`src/rtl/core/utl_pkg.sv`:
```
// ----------------------------------------------------------------------------
// utl_pkg
// Shared types, constants and calendar helpers for the UTC to local time shift.
// ----------------------------------------------------------------------------
package utl_pkg;

    localparam int YEAR_W   = 14;
    localparam int MONTH_W  = 4;
    localparam int DAY_W    = 5;
    localparam int HOUR_W   = 5;
    localparam int MINUTE_W = 6;
    localparam int OFFSET_W = 7;
    localparam int APB_AW   = 3;
    localparam int APB_DW   = 32;

    // minute of day, 0..1439 after normalizing
    localparam int MOD_W    = 11;

    localparam logic [OFFSET_W-1:0] OFFSET_BIAS = 7'd48;
    localparam logic [OFFSET_W-1:0] OFFSET_MAX  = 7'd104;
    localparam logic [MOD_W-1:0]    MIN_PER_DAY = 11'd1440;

    // register index taken from paddr above the byte lanes
    localparam logic REG_OFFSET = 1'b0;

    localparam logic [MONTH_W-1:0] MONTH_JAN = 4'd1;
    localparam logic [MONTH_W-1:0] MONTH_FEB = 4'd2;
    localparam logic [MONTH_W-1:0] MONTH_DEC = 4'd12;

    typedef struct packed {
        logic [YEAR_W-1:0]   year;
        logic [MONTH_W-1:0]  month;
        logic [DAY_W-1:0]    day;
        logic [HOUR_W-1:0]   hour;
        logic [MINUTE_W-1:0] minute;
        logic                ok;
    } t_utc_item;

    typedef struct packed {
        logic [MONTH_W-1:0]  month;
        logic [DAY_W-1:0]    day;
        logic [HOUR_W-1:0]   hour;
        logic [MINUTE_W-1:0] minute;
        logic                valid;
    } t_local_item;

    // month must already be clamped to 1..12
    function automatic logic [DAY_W-1:0] days_in_month(
        input logic [MONTH_W-1:0] month,
        input logic               leap
    );
        logic [DAY_W-1:0] len;
        begin
            case (month)
                4'd2:                     len = leap ? 5'd29 : 5'd28;
                4'd4, 4'd6, 4'd9, 4'd11:  len = 5'd30;
                default:                  len = 5'd31;
            endcase
            return len;
        end
    endfunction

    // gregorian rule without dividers: y%100 via y/4 divisible by 25
    function automatic logic is_leap(input logic [YEAR_W-1:0] year);
        logic [YEAR_W-3:0] quarter;
        logic [24:0]       prod;
        logic [7:0]        q25;
        logic [YEAR_W-3:0] back;
        logic              div4;
        logic              div100;
        begin
            quarter = year[YEAR_W-1:2];
            prod    = 25'(quarter) * 25'd5243;
            q25     = prod[24:17];
            back    = 12'(q25) * 12'd25;
            div4    = (year[1:0] == 2'd0);
            div100  = div4 && (back == quarter);
            return (div4 && !div100) || (div100 && (year[3:2] == 2'd0));
        end
    endfunction

endpackage

```
`src/rtl/core/utl_cfg_regs.sv`:
```
// ----------------------------------------------------------------------------
// utl_cfg_regs
// APB register bank holding the time zone offset in biased quarter hours.
// ----------------------------------------------------------------------------
module utl_cfg_regs (
    input  logic                          i_clk,
    input  logic                          i_rst_n,
    input  logic                          psel,
    input  logic                          penable,
    input  logic                          pwrite,
    input  logic [utl_pkg::APB_AW-1:0]    paddr,
    input  logic [utl_pkg::APB_DW-1:0]    pwdata,
    output logic [utl_pkg::APB_DW-1:0]    prdata,
    output logic                          pready,
    output logic [utl_pkg::OFFSET_W-1:0]  o_offset
);
    import utl_pkg::*;

    logic [OFFSET_W-1:0] r_offset;
    logic [OFFSET_W-1:0] n_offset;
    logic                reg_idx;
    logic                wr_en;

    assign reg_idx = paddr[APB_AW-1];
    assign wr_en   = psel && penable && pwrite && (reg_idx == REG_OFFSET);

    // writes above the top zone saturate
    assign n_offset = (pwdata[OFFSET_W-1:0] > OFFSET_MAX) ? OFFSET_MAX
                                                          : pwdata[OFFSET_W-1:0];

    always_ff @(posedge i_clk) begin
        if (!i_rst_n) begin
            r_offset <= OFFSET_BIAS;
        end else if (wr_en) begin
            r_offset <= n_offset;
        end
    end

    always_comb begin
        prdata = '0;
        if (reg_idx == REG_OFFSET) begin
            prdata = APB_DW'(r_offset);
        end
    end

    assign pready   = 1'b1;
    assign o_offset = r_offset;

endmodule

```
`src/rtl/core/utl_convert.sv`:
```
// ----------------------------------------------------------------------------
// utl_convert
// Single-pass date and time arithmetic: offset, one day of rollover, h/m split.
// ----------------------------------------------------------------------------
module utl_convert (
    input  utl_pkg::t_utc_item                i_item,
    input  logic [utl_pkg::OFFSET_W-1:0]      i_offset,
    output utl_pkg::t_local_item              o_item
);
    import utl_pkg::*;

    logic [MONTH_W-1:0]  month;
    logic [MONTH_W-1:0]  prev_month;
    logic [MONTH_W-1:0]  next_month;
    logic [MOD_W-1:0]    mod_in;
    logic signed [12:0]  total;
    logic [MOD_W-1:0]    mod_out;
    logic                leap;
    logic [DAY_W-1:0]    dim_cur;
    logic [DAY_W-1:0]    dim_prev;
    logic [21:0]         hq_prod;
    logic [HOUR_W-1:0]   hour;
    logic [MOD_W-1:0]    hour_min;
    logic [MOD_W-1:0]    rem;

    always_comb begin
        month = i_item.month;
        if (month == 4'd0) begin
            month = MONTH_JAN;
        end else if (month > MONTH_DEC) begin
            month = MONTH_DEC;
        end
        prev_month = (month == MONTH_JAN) ? MONTH_DEC : month - 4'd1;
        next_month = (month == MONTH_DEC) ? MONTH_JAN : month + 4'd1;

        leap     = is_leap(i_item.year);
        dim_cur  = days_in_month(month, leap);
        // january rolls back to december, whose length ignores the year
        dim_prev = days_in_month(prev_month, leap);

        mod_in = MOD_W'(i_item.hour) * 11'd60 + MOD_W'(i_item.minute);
        total  = $signed({2'b00, mod_in})
               + $signed(13'(i_offset) * 13'sd15)
               - $signed(13'(OFFSET_BIAS) * 13'sd15);

        o_item = '0;
        if (total < 0) begin
            mod_out = MOD_W'(total + 13'sd1440);
            if (i_item.day <= 5'd1) begin
                o_item.month = prev_month;
                o_item.day   = dim_prev;
            end else begin
                o_item.month = month;
                o_item.day   = i_item.day - 5'd1;
            end
        end else if (total >= $signed({2'b00, MIN_PER_DAY})) begin
            mod_out = MOD_W'(total - 13'sd1440);
            if (i_item.day >= dim_cur) begin
                o_item.month = next_month;
                o_item.day   = 5'd1;
            end else begin
                o_item.month = month;
                o_item.day   = i_item.day + 5'd1;
            end
        end else begin
            mod_out      = MOD_W'(total);
            o_item.month = month;
            o_item.day   = i_item.day;
        end

        // divide by 60 via reciprocal, exact for 0..1439
        hq_prod  = 22'(mod_out) * 22'd1093;
        hour     = hq_prod[20:16];
        hour_min = MOD_W'(hour) * 11'd60;
        rem      = mod_out - hour_min;

        o_item.hour   = hour;
        o_item.minute = rem[MINUTE_W-1:0];
        o_item.valid  = 1'b1;

        if (!i_item.ok) begin
            o_item = '0;
        end
    end

endmodule

```
`src/rtl/core/utc_to_local_time_shift.sv`:
```
// ----------------------------------------------------------------------------
// utc_to_local_time_shift
// Shifts a UTC date and time by a programmable zone offset, with day and month
// rollover, and returns local month, day, hour and minute.
// ----------------------------------------------------------------------------
//  channel   direction  handshake                  beat contents
//  in        input      i_in_valid / o_in_ready    utc year..minute, fields_ok
//  out       output     o_out_valid / i_out_ready  local month..minute, result_valid
//  cfg       input      apb psel/penable/pready    utc_offset_quarters at 0x0
//
//  each beat passes an input register, the date logic,
//  then a result register; one beat per cycle is sustained unless the output stalls
//  the result register frees up in the same cycle its beat is taken, so a
//  stall on the output stops the input only once both registers are full
//  synchronous active-low reset empties both stages and sets a zero offset
// ----------------------------------------------------------------------------
module utc_to_local_time_shift (
    input  logic                           i_clk,
    input  logic                           i_rst_n,
    input  logic                           psel,
    input  logic                           penable,
    input  logic                           pwrite,
    input  logic [utl_pkg::APB_AW-1:0]     paddr,
    input  logic [utl_pkg::APB_DW-1:0]     pwdata,
    output logic [utl_pkg::APB_DW-1:0]     prdata,
    output logic                           pready,
    input  logic                           i_in_valid,
    output logic                           o_in_ready,
    input  logic [utl_pkg::YEAR_W-1:0]     i_utc_year,
    input  logic [utl_pkg::MONTH_W-1:0]    i_utc_month,
    input  logic [utl_pkg::DAY_W-1:0]      i_utc_day,
    input  logic [utl_pkg::HOUR_W-1:0]     i_utc_hour,
    input  logic [utl_pkg::MINUTE_W-1:0]   i_utc_minute,
    input  logic                           i_fields_ok,
    output logic                           o_out_valid,
    input  logic                           i_out_ready,
    output logic [utl_pkg::MONTH_W-1:0]    o_local_month,
    output logic [utl_pkg::DAY_W-1:0]      o_local_day,
    output logic [utl_pkg::HOUR_W-1:0]     o_local_hour,
    output logic [utl_pkg::MINUTE_W-1:0]   o_local_minute,
    output logic                           o_result_valid
);
    import utl_pkg::*;

    logic [OFFSET_W-1:0] offset;
    t_utc_item           r_s1;
    logic                r_s1_valid;
    t_local_item         r_s2;
    logic                r_s2_valid;
    t_local_item         n_s2;
    logic                s1_ready;
    logic                s2_ready;

    utl_cfg_regs u_cfg (
        .i_clk    (i_clk),
        .i_rst_n  (i_rst_n),
        .psel     (psel),
        .penable  (penable),
        .pwrite   (pwrite),
        .paddr    (paddr),
        .pwdata   (pwdata),
        .prdata   (prdata),
        .pready   (pready),
        .o_offset (offset)
    );

    utl_convert u_conv (
        .i_item   (r_s1),
        .i_offset (offset),
        .o_item   (n_s2)
    );

    assign s2_ready   = !r_s2_valid || i_out_ready;
    assign s1_ready   = !r_s1_valid || s2_ready;
    assign o_in_ready = s1_ready;

    always_ff @(posedge i_clk) begin
        if (!i_rst_n) begin
            r_s1_valid <= 1'b0;
            r_s2_valid <= 1'b0;
        end else begin
            if (s1_ready) begin
                r_s1_valid <= i_in_valid;
            end
            if (s2_ready) begin
                r_s2_valid <= r_s1_valid;
            end
        end
    end

    always_ff @(posedge i_clk) begin
        if (s1_ready && i_in_valid) begin
            r_s1.year   <= i_utc_year;
            r_s1.month  <= i_utc_month;
            r_s1.day    <= i_utc_day;
            r_s1.hour   <= i_utc_hour;
            r_s1.minute <= i_utc_minute;
            r_s1.ok     <= i_fields_ok;
        end
        if (s2_ready && r_s1_valid) begin
            r_s2 <= n_s2;
        end
    end

    assign o_out_valid    = r_s2_valid;
    assign o_local_month  = r_s2.month;
    assign o_local_day    = r_s2.day;
    assign o_local_hour   = r_s2.hour;
    assign o_local_minute = r_s2.minute;
    assign o_result_valid = r_s2.valid;

endmodule

```
`config.mk`:
```
export PLATFORM = sky130hd
export DESIGN_NAME = utc_to_local_time_shift
export DESIGN_NICKNAME = d
export VERILOG_FILES = /design/src/rtl/core/utl_pkg.sv /design/src/rtl/core/utl_cfg_regs.sv /design/src/rtl/core/utl_convert.sv /design/src/rtl/core/utc_to_local_time_shift.sv
export SDC_FILE = /design/constraint.sdc
export NUM_CORES = 1
export LEC_CHECK = 0
export BUFFER_PORTS_ARGS = -buffer_cell sky130_fd_sc_hd__buf_2
export CAP_MARGIN = 20
export CELL_PAD_IN_SITES_DETAIL_PLACEMENT = 1
export CELL_PAD_IN_SITES_GLOBAL_PLACEMENT = 2
export CORE_MARGIN = 2
export CORE_UTILIZATION = 41
export DETAILED_ROUTE_END_ITERATION = 8
export HOLD_SLACK_MARGIN = 0.02
export PLACE_DENSITY = 0.89
export SETUP_SLACK_MARGIN = 0.1
export SYNTH_ARGS = -nofsm -noshare
export SYNTH_HDL_FRONTEND = slang
export SYNTH_SLANG_ARGS = --single-unit
```
`constraint.sdc`:
```
create_clock -name i_clk -period 18.5 [get_ports i_clk]
set_clock_uncertainty 0.05 [all_clocks]
set_input_delay 1.85 -clock i_clk [delete_from_list [all_inputs] [get_ports i_clk]]
set_output_delay 1.85 -clock i_clk [all_outputs]
set_load 0.01 [all_outputs]
```
## After elaboration in Yosys (flattened, before gate mapping)

Cells that the tools add are included.

- Register bits: 65
- Latch bits: 0
- RAM bits: 0
- Bits in read-only memories: 0
- Bits of input ports: 77
- Output and inout bits: 56
- Logic and storage cells: 85
- Memories kept: 0

- Add/subtract/negate cells: 10
- Multiply operators: 6
- Div/mod/pow operators: 0
- $lt $le $gt $ge: 6
- Equal/unequal tests: 13
- Shift-type cells: 0
- Muxes and demuxes: 16
- Bitwise logic cells: 1
- Reduce and logical (&&, ||, !) cells: 19

Operator list:

| kind | count |
|---|---|
| $mux 9 | 4 |
| $mul 12x13->25 const B | 1 |
| $mux 11 | 2 |
| $mul 11x11->21 const B | 1 |
| $eq 4x4->1 const B | 5 |
| $pmux 5 s2 | 2 |
| $eq 4x3->1 const B | 4 |
| $mux 4 | 4 |
| $mux 7 | 2 |
| $ge 13x12->1 const B | 1 |
| $lt 13x1->1 const B | 1 |
| $sub 12x10->13 const B | 1 |
| $add 11x11->12 | 1 |
| $eq 12x12->1 | 1 |
| $mul 8x5->12 const B | 1 |
| $add 11x11->11 const B | 1 |
| $add 11x6->11 | 1 |
| $mul 7x4->11 const B | 1 |
| $sub 11x11->11 const B | 1 |
| $mul 5x4->9 const B | 1 |
| $eq 4x2->1 const B | 2 |
| $logic_and 1x1->1 | 8 |
| $reduce_or 4->1 | 2 |
| $gt 7x7->1 const B | 1 |
| 16 further kinds | 22 |

## Depth between registers and ports, before layout

Gate-level depths: netlist of the first run.

- Depth in word-level cells: 13
- Mapped depth: 48
- Gate-level depth less buffers: 47

## Modules after synthesis

From an unflattened synthesis of the first run, not the netlist that was laid out.

- Cell total of the unflattened synthesis: 990
- Area, all modules: 9915.8 um2

By module, submodules not included:

| module | instances | cells each | area an instance (um2) | sequential area each (um2) |
|---|---|---|---|---|
| utl_convert | 1 | 860 | 7588.5 | 0.0 |
| utc_to_local_time_shift | 1 | 65 | 1785.5 | 1721.7 |
| utl_cfg_regs | 1 | 65 | 541.8 | 140.1 |

## Worst setup path before layout of the first run

OpenSTA, ideal clock, no wires.

- Path type: register to register
- From: register r_s1[7] in the netlist's numbering
- To: register r_s2, in the netlist o_local_minute[5] (data pin)
- Setup time: 0.264 ns
- Arrival time: 10.714 ns
- Data required time: 18.186 ns
- Slack: 7.472 ns
- Stages on the path, launching flop included: 47
- Buffers on the path: 1
- Clock period less this slack: 11.028 ns
- Path through: edfxtp_1 -> fa_1 -> inv_1 -> fa_1 -> fa_1 -> inv_1 -> ha_1 -> a221oi_1 -> xor2_1 -> ha_1 -> inv_1 -> fa_1 -> fa_1 -> inv_1 -> ha_1 -> or4_1 -> o22ai_2 -> xnor2_1 -> [... 11 more ...] -> ha_1 -> a211oi_1 -> nand2_1 -> a31oi_1 -> nor4_1 -> o21ai_0 -> nor2b_1 -> xnor2_1 -> ha_1 -> ha_1 -> ha_1 -> inv_1 -> ha_1 -> a21oi_1 -> xnor2_1 -> xnor3_1 -> nand2_1 -> o31ai_1

- Word-level cells in the longest chain between the ends: 10
- Elaborated cells between the ends (all ways): 13
- Those cells by class: 6 x add/sub; 3 x mul; 2 x order compare; 2 x mux

Ends and longest elaborated chain:

| what | RTL line | text |
|---|---|---|
| start, declared | utc_to_local_time_shift.sv:46 | `t_utc_item r_s1;` |
| $mul 5x4->9 (*) | utl_convert.sv:41 | `mod_in = MOD_W'(i_item.hour) * 11'd60 + MOD_W'(i_item.minute);` |
| $add 11x6->11 (*) | utl_convert.sv:41 |  |
| $add 11x11->12 (*) | utl_convert.sv:43 | `+ $signed(13'(i_offset) * 13'sd15)` |
| $sub 12x10->13 (*) | utl_convert.sv:44 | `- $signed(13'(OFFSET_BIAS) * 13'sd15);` |
| $sub 11x11->11 / $ge 13x12->1 (equally long branches) | utl_convert.sv:57, utl_convert.sv:56 |  |
| $mux 11 | utl_convert.sv:56 | `end else if (total >= $signed({2'b00, MIN_PER_DAY})) begin` |
| $mux 11 (*) | utl_convert.sv:47 | `if (total < 0) begin` |
| $mul 11x11->21 (*) | utl_convert.sv:72 | `hq_prod = 22'(mod_out) * 22'd1093;` |
| via u_conv.hq_prod[17] | utl_convert.sv:21 | `logic [21:0] hq_prod;` |
| $mul 5x4->4 (*) | utl_convert.sv:74 | `hour_min = MOD_W'(hour) * 11'd60;` |
| $sub 6x6->6 (*) | utl_convert.sv:75 | `rem = mod_out - hour_min;` |
| end signal, assigned | utc_to_local_time_shift.sv:101 | `r_s2 <= n_s2;` |
| end, declared | utc_to_local_time_shift.sv:48 | `t_local_item r_s2;` |

The timed path passes the listed nets; every way through them passes the cells marked *.
A chain may end at the register's enable or synchronous reset.

## Final worst setup path of the first run

Ends and elaborated chain as after synthesis.

==> results.md, run 1 <==
- Status: finished, final reports clean
- Seq/Total Area, Yosys: 18.5%
- Slew headroom: 30.5%
- Pre-Repair DR Iteration Count: 6
- Required time of the critical path: 18630 ps
- Commonest non-fill, non-tap cells in the layout: ha_1 (227), inv_1 (194), fa_1 (82)
- Post-DP Area: 10700 um^2
- Total congestion overflow: 0
- Post-cts sizing count: 0
- Worst path most repeated cell: ha_1
- Max FO, Critical Path: 33
- Filler cells: 2839
- CTS HTree Levels: 3
- Yosys warns: 0
- Final HPWL DP: 18600 um
- Hold-fix buffers, CTS: 0
- Antenna-violating nets left: 0
- Top_reg_cell synth: edfxtp_1
- Cell Rows: 57
- Yosys cell types: 72
- Root buffer cell: clkbuf_16
- Endpoints failing setup: 0
- Critical path's largest stage delay: 850 ps
- Clock sinks: 65
- Starting DRT DRC Count: 216
- Worst-Skew Late Latency: 350 ps
- Vias in the first global route: 7844
- Post-synth EDFFs: 56
- Via count: 7264
- First-pass GRT wire length: 38600 um
- Largest net degree at the start of global routing: 36
- Global-route usage over all layers: 18.6%
- Min-delay worst type: reg -> reg
- WL final: 22500 um
- ANT cells: 0
- Remaining DRCs: 0
- Synth Area per Inst: 9.85 um^2
- CP Data Arrival Time: 12580 ps
- Mapped cell area: 10100 um^2
- Yosys reg bits: 65
- Chip width: 161 um
- CTS tree: done
- Total of max-cap violations: 0
- Share of cells above drive strength 1: 10.4%
- Core Footprint: 24200 um^2
- TNS Setup: 0 ps
- Initial core utilization: 41.5%
- Synth async-reset ratio: 0%
- CTS buffer count: 9
- Hold_ws: 489 ps
- # port buffers: 79
- Crit share post-route: 67.3%
- Area growth, synth to finish: 9.65%
- Multi-input logic area: 7330 um^2
- Peak Freq: 80.3 MHz
- Slew Limit Fails: 0
- CP Class: reg -> reg
- Final net count: 1488
- Synth Instances: 1022
- Unrepaired setup endpoints after global routing: false
- Hold Vio Cnt, Final: 0
- Die Height: 161 um
- Register Area: 1860 um^2
- Worst path bufs/invs: 7
- Cell family contributing the most delay on the critical path: adder cells
- Num ports: 133
- Fin area: 11000 um^2
- Actual slew at the worst max-slew pin: 1040 ps
- Vias per cell: 5.08
- Clock buffer depth: 2
- Clock slew at reported path FFs: 60 ps
- Minimum clock period: 12450 ps
- Max stage delay cell, worst path: o41ai_1
- CP Capture Type: register
- Setup crit start kind: register
- Initial antenna violation count: 0
- Post CTS Setup Buffer Count: 0
- Commonest non-fill, non-tap cell in the layout: ha_1
- Wire length per cell: 15.7 um
- Full die area: 25800 um^2
- RD Place Congestion: 0.806
==> synth_stat cells, drive strengths merged, types with 13 or more instances <==
cell | count | share of area, %
xor2 | 18 | 1.9
nor3 | 13 | 0.65
ha | 227 | 28
nand3 | 18 | 1.0
fa | 82 | 16
xnor2 | 44 | 3.8
o21ai | 34 | 1.7
a21o | 13 | 0.97
nor2b | 14 | 0.94
edfxtp | 56 | 17
nor2 | 54 | 2.0
buf | 31 | 2.3
a21oi | 36 | 1.8
inv | 194 | 7.2
nand2 | 34 | 1.3
==> sequential cells by signal, indices dropped and copies added, names as in the netlist <==
| name | flops |
|---|---|
| r_s1 | 35 |
| u_cfg.o_offset | 7 |
| o_local_minute | 6 |
| o_local_day | 5 |
| o_local_hour | 5 |
| o_local_month | 4 |
| o_out_valid | 1 |
| o_result_valid | 1 |
| r_s1_valid | 1 |
==> stage by stage <==
step	std cells	setup slack, ps	utilization [%]
6_report	1431	6050	45.5
5_1_grt	1431	5250	45.5
4_1_cts	1431	5970	45.5
3_5_place_dp	1415	6020	44.3
3_3_place_gp	1415	6310	44.3
2_1_floorplan	1046	7470	-
==> cell type report <==
cell class	count	share of cell area (%)
clock buffers	9	2.04
clock inverters	7	0.770
inverters	194	6.59
multi-input cells	751	66.3
flip-flops and latches	65	16.9
well taps	324	3.67
repair buffers	81	3.72
==> routing by layer <==
metal | up-vias | track usage [%] | share of wire, %
met5 | - | 0 | 0
met4 | 0 | 4.10 | 1.4
met3 | 21 | 2.63 | 3.5
met2 | 120 | 32.3 | 48
met1 | 3530 | 24.6 | 47
li1 | 3593 | - | -
==> worst reg2reg max path: cells and delay by family (launching register included) <==
kind | cells | cell delay (ps)
adders and majority gates | 16 | 5810
xor gates and xnor gates | 5 | 1660
DFF | 1 | 440
AOI/OAI and AO/OA | 10 | 2590
buffers and inverters | 7 | 490
and+or+nand+nor | 5 | 1220
==> worst paths after layout <==
check | start | to | slack [ps] | cells after the start
worst min register to register | r_s1_valid | o_out_valid | 490 | 2
worst min-delay path | r_s1_valid | o_out_valid | 490 | 2
worst max register to register | r_s1[7] | o_local_minute[5] | 6050 | 43
worst max-delay path | r_s1[7] | o_local_minute[5] | 6050 | 43
==> logic make-up (layout without fill, tap and decap cells) <==
family	Yosys count	in the layout	synth area share, %
buf+inv	230	291	9.69
xor+xnor	64	64	6.21
compound gates	152	152	10.1
simple gates	192	192	10.1
other cells	2	26	0.0746
mux	8	8	0.857
fa+ha+maj	309	309	44.5
flops	65	65	18.5
Power of run 1 is not shown: default switching activity piles up to over one toggle a cycle in this logic, so the estimate is an artifact.
==> inputs of run 2 (changes only) <==
--- a/config.mk
+++ b/config.mk
@@ -10,10 +10,10 @@
 export CELL_PAD_IN_SITES_DETAIL_PLACEMENT = 1
 export CELL_PAD_IN_SITES_GLOBAL_PLACEMENT = 2
 export CORE_MARGIN = 2
-export CORE_UTILIZATION = 41
+export CORE_UTILIZATION = 38
 export DETAILED_ROUTE_END_ITERATION = 8
 export HOLD_SLACK_MARGIN = 0.02
-export PLACE_DENSITY = 0.89
+export PLACE_DENSITY = 0.83
 export SETUP_SLACK_MARGIN = 0.1
 export SYNTH_ARGS = -nofsm -noshare
 export SYNTH_HDL_FRONTEND = slang
==> constraint.sdc (replaced) <==
create_clock -name i_clk -period 11.46 [get_ports i_clk]
set_clock_uncertainty 0.05 [all_clocks]
set_input_delay 1.146 -clock i_clk [delete_from_list [all_inputs] [get_ports i_clk]]
set_output_delay 1.146 -clock i_clk [all_outputs]
set_load 0.01 [all_outputs]
==> run 2 against run 1 <==
Sequential share of layout area is 1.4 points lower. Critical path type unchanged. Register-to-register slack worse by 5500 ps. Maximum frequency is 14% higher. Flip-flop and latch count stayed put. First-iteration DRC count is 16% higher. Cell count is 4.8% higher. Utilization is 0.59 points higher. Worst setup slack worse by 5500 ps. Hold slack worse by 16 ps.
==> results.md, run 2 (synthesized netlist as in run 1, its figures left out) <==
- Status: finished, final reports clean
- Filler cells: 2937
- Endpoints failing setup: 0
- TNS Setup: 0 ps
- Final cell count without fillers: 1500
- Clock sinks: 65
- Largest net degree at the start of global routing: 36
- Critical path's largest stage delay: 570 ps
- Total congestion overflow: 0
- Max stage delay cell, worst path: fa_1
- Clock buffer depth: 2
- Largest register FFs: 35
- Pre-Repair DR Iteration Count: 5
- Chip width: 167 um
- Total of max-cap violations: 0
- Post-DP Area: 11000 um^2
- CP Data Arrival Time: 11040 ps
- Commonest non-fill, non-tap cell in the layout: ha_1
- Final HPWL DP: 18700 um
- Crit share post-route: 95.3%
- Setup crit start kind: register
- Slew Limit Fails: 0
- Vias in the first global route: 7985
- Core Footprint: 26100 um^2
- Initial core utilization: 38.6%
- Full die area: 27800 um^2
- RD Place Congestion: 0.788
- Placed cell count: 1458
- Top Usage Layer GRT: met2
- M2 GR Usage: 29.1%
- CP Capture Type: register
- Share of cells above drive strength 1: 19.7%
- Slew headroom: 34.7%
- Die Height: 167 um
- Starting DRT DRC Count: 250
- Via count: 7526
- Root buffer cell: clkbuf_16
- CP Class: reg -> reg
- Wire length per cell: 15.7 um
- CTS HTree Levels: 3
- First-pass GRT wire length: 39100 um
- Top reg by flops: r_s1
- ANT cells: 0
- Hold Vio Cnt, Final: 0
- Actual slew at the worst max-slew pin: 979 ps
- Global-route usage over all layers: 17.1%
- Hold-fix buffers, CTS: 0
- Fin area: 12000 um^2
- Commonest non-fill, non-tap cells in the layout: ha_1 (207), inv_1 (188), fa_1 (82)
- Cell Rows: 59
- Area growth, synth to finish: 19.4%
- Initial antenna violation count: 0
- CTS tree: done
- Max FO, Critical Path: 4
- Clock slew at reported path FFs: 60 ps
- Min-delay worst type: reg -> reg
- # port buffers: 79
- Grt met1 use: 23.7%
- WL final: 23600 um
- Num ports: 133
- Minimum clock period: 10930 ps
- Peak Freq: 91.5 MHz
- Required time of the critical path: 11570 ps
- Remaining DRCs: 0
- Vias per cell: 5.02
- Final net count: 1546
- Hold_ws: 473 ps
- Met3 Use GR: 1.81%
- Antenna-violating nets left: 0
- CTS buffer count: 9
- Worst-Skew Late Latency: 340 ps
==> run 2: metal layers <==
layer	vias to the layer above	share of wire (%)
met5	-	0
li1	3722	-
met4	0	1.1
met1	3674	48
met3	15	2.7
met2	115	49
==> run 2: what timing repair did <==
| action | 4_1_cts | 5_1_grt |
|---|---|---|
| setup buffers | 5 | 21 |
| endpoints found under the setup margin | 1 | 2 |
| gates resized for setup | 13 | 63 |
| cloned | 0 | 0 |
| pin swaps | 4 | 44 |
==> run 2: worst paths after layout <==
kind / from / slack, ps / end / cells past startpoint
setup reg to reg: r_s1[8] / 530 / o_local_minute[5] / 46
hold / removal: r_s1_valid / 470 / o_out_valid / 2
hold reg to reg: r_s1_valid / 470 / o_out_valid / 2
setup / recovery: r_s1[8] / 530 / o_local_minute[5] / 46
==> run 2: critical path: cells and delay by family (launching register included) <==
| family | cells | cell delay, ps |
|---|---|---|
| flip-flops | 1 | 410 |
| AO/OA/AOI/OAI | 7 | 1160 |
| AND/OR/NAND/NOR | 7 | 880 |
| XOR/XNOR | 6 | 1310 |
| buffers and inverters | 9 | 930 |
| adder cells (fa/ha/maj) | 17 | 5990 |
==> run 2: metrics by stage <==
stage	setup slack, ps	util [%]
2_1_floorplan	432	-
3_3_place_gp	61.2	42.2
3_5_place_dp	-210	42.2
4_1_cts	101	43.9
5_1_grt	-66.3	46.1
6_report	534	46.1
==> run 2: final cells by class <==
cell class	instances	area (um^2)	area share, %
inverter	194	728	6.06
tap	335	419	3.49
multi-input combinational	751	7810	65.0
timing repair buffer	139	865	7.19
clock buffer	10	229	1.90
sequential	65	1860	15.5
clock inverter	6	106	0.885
Power of run 2 is left out for the same reason.
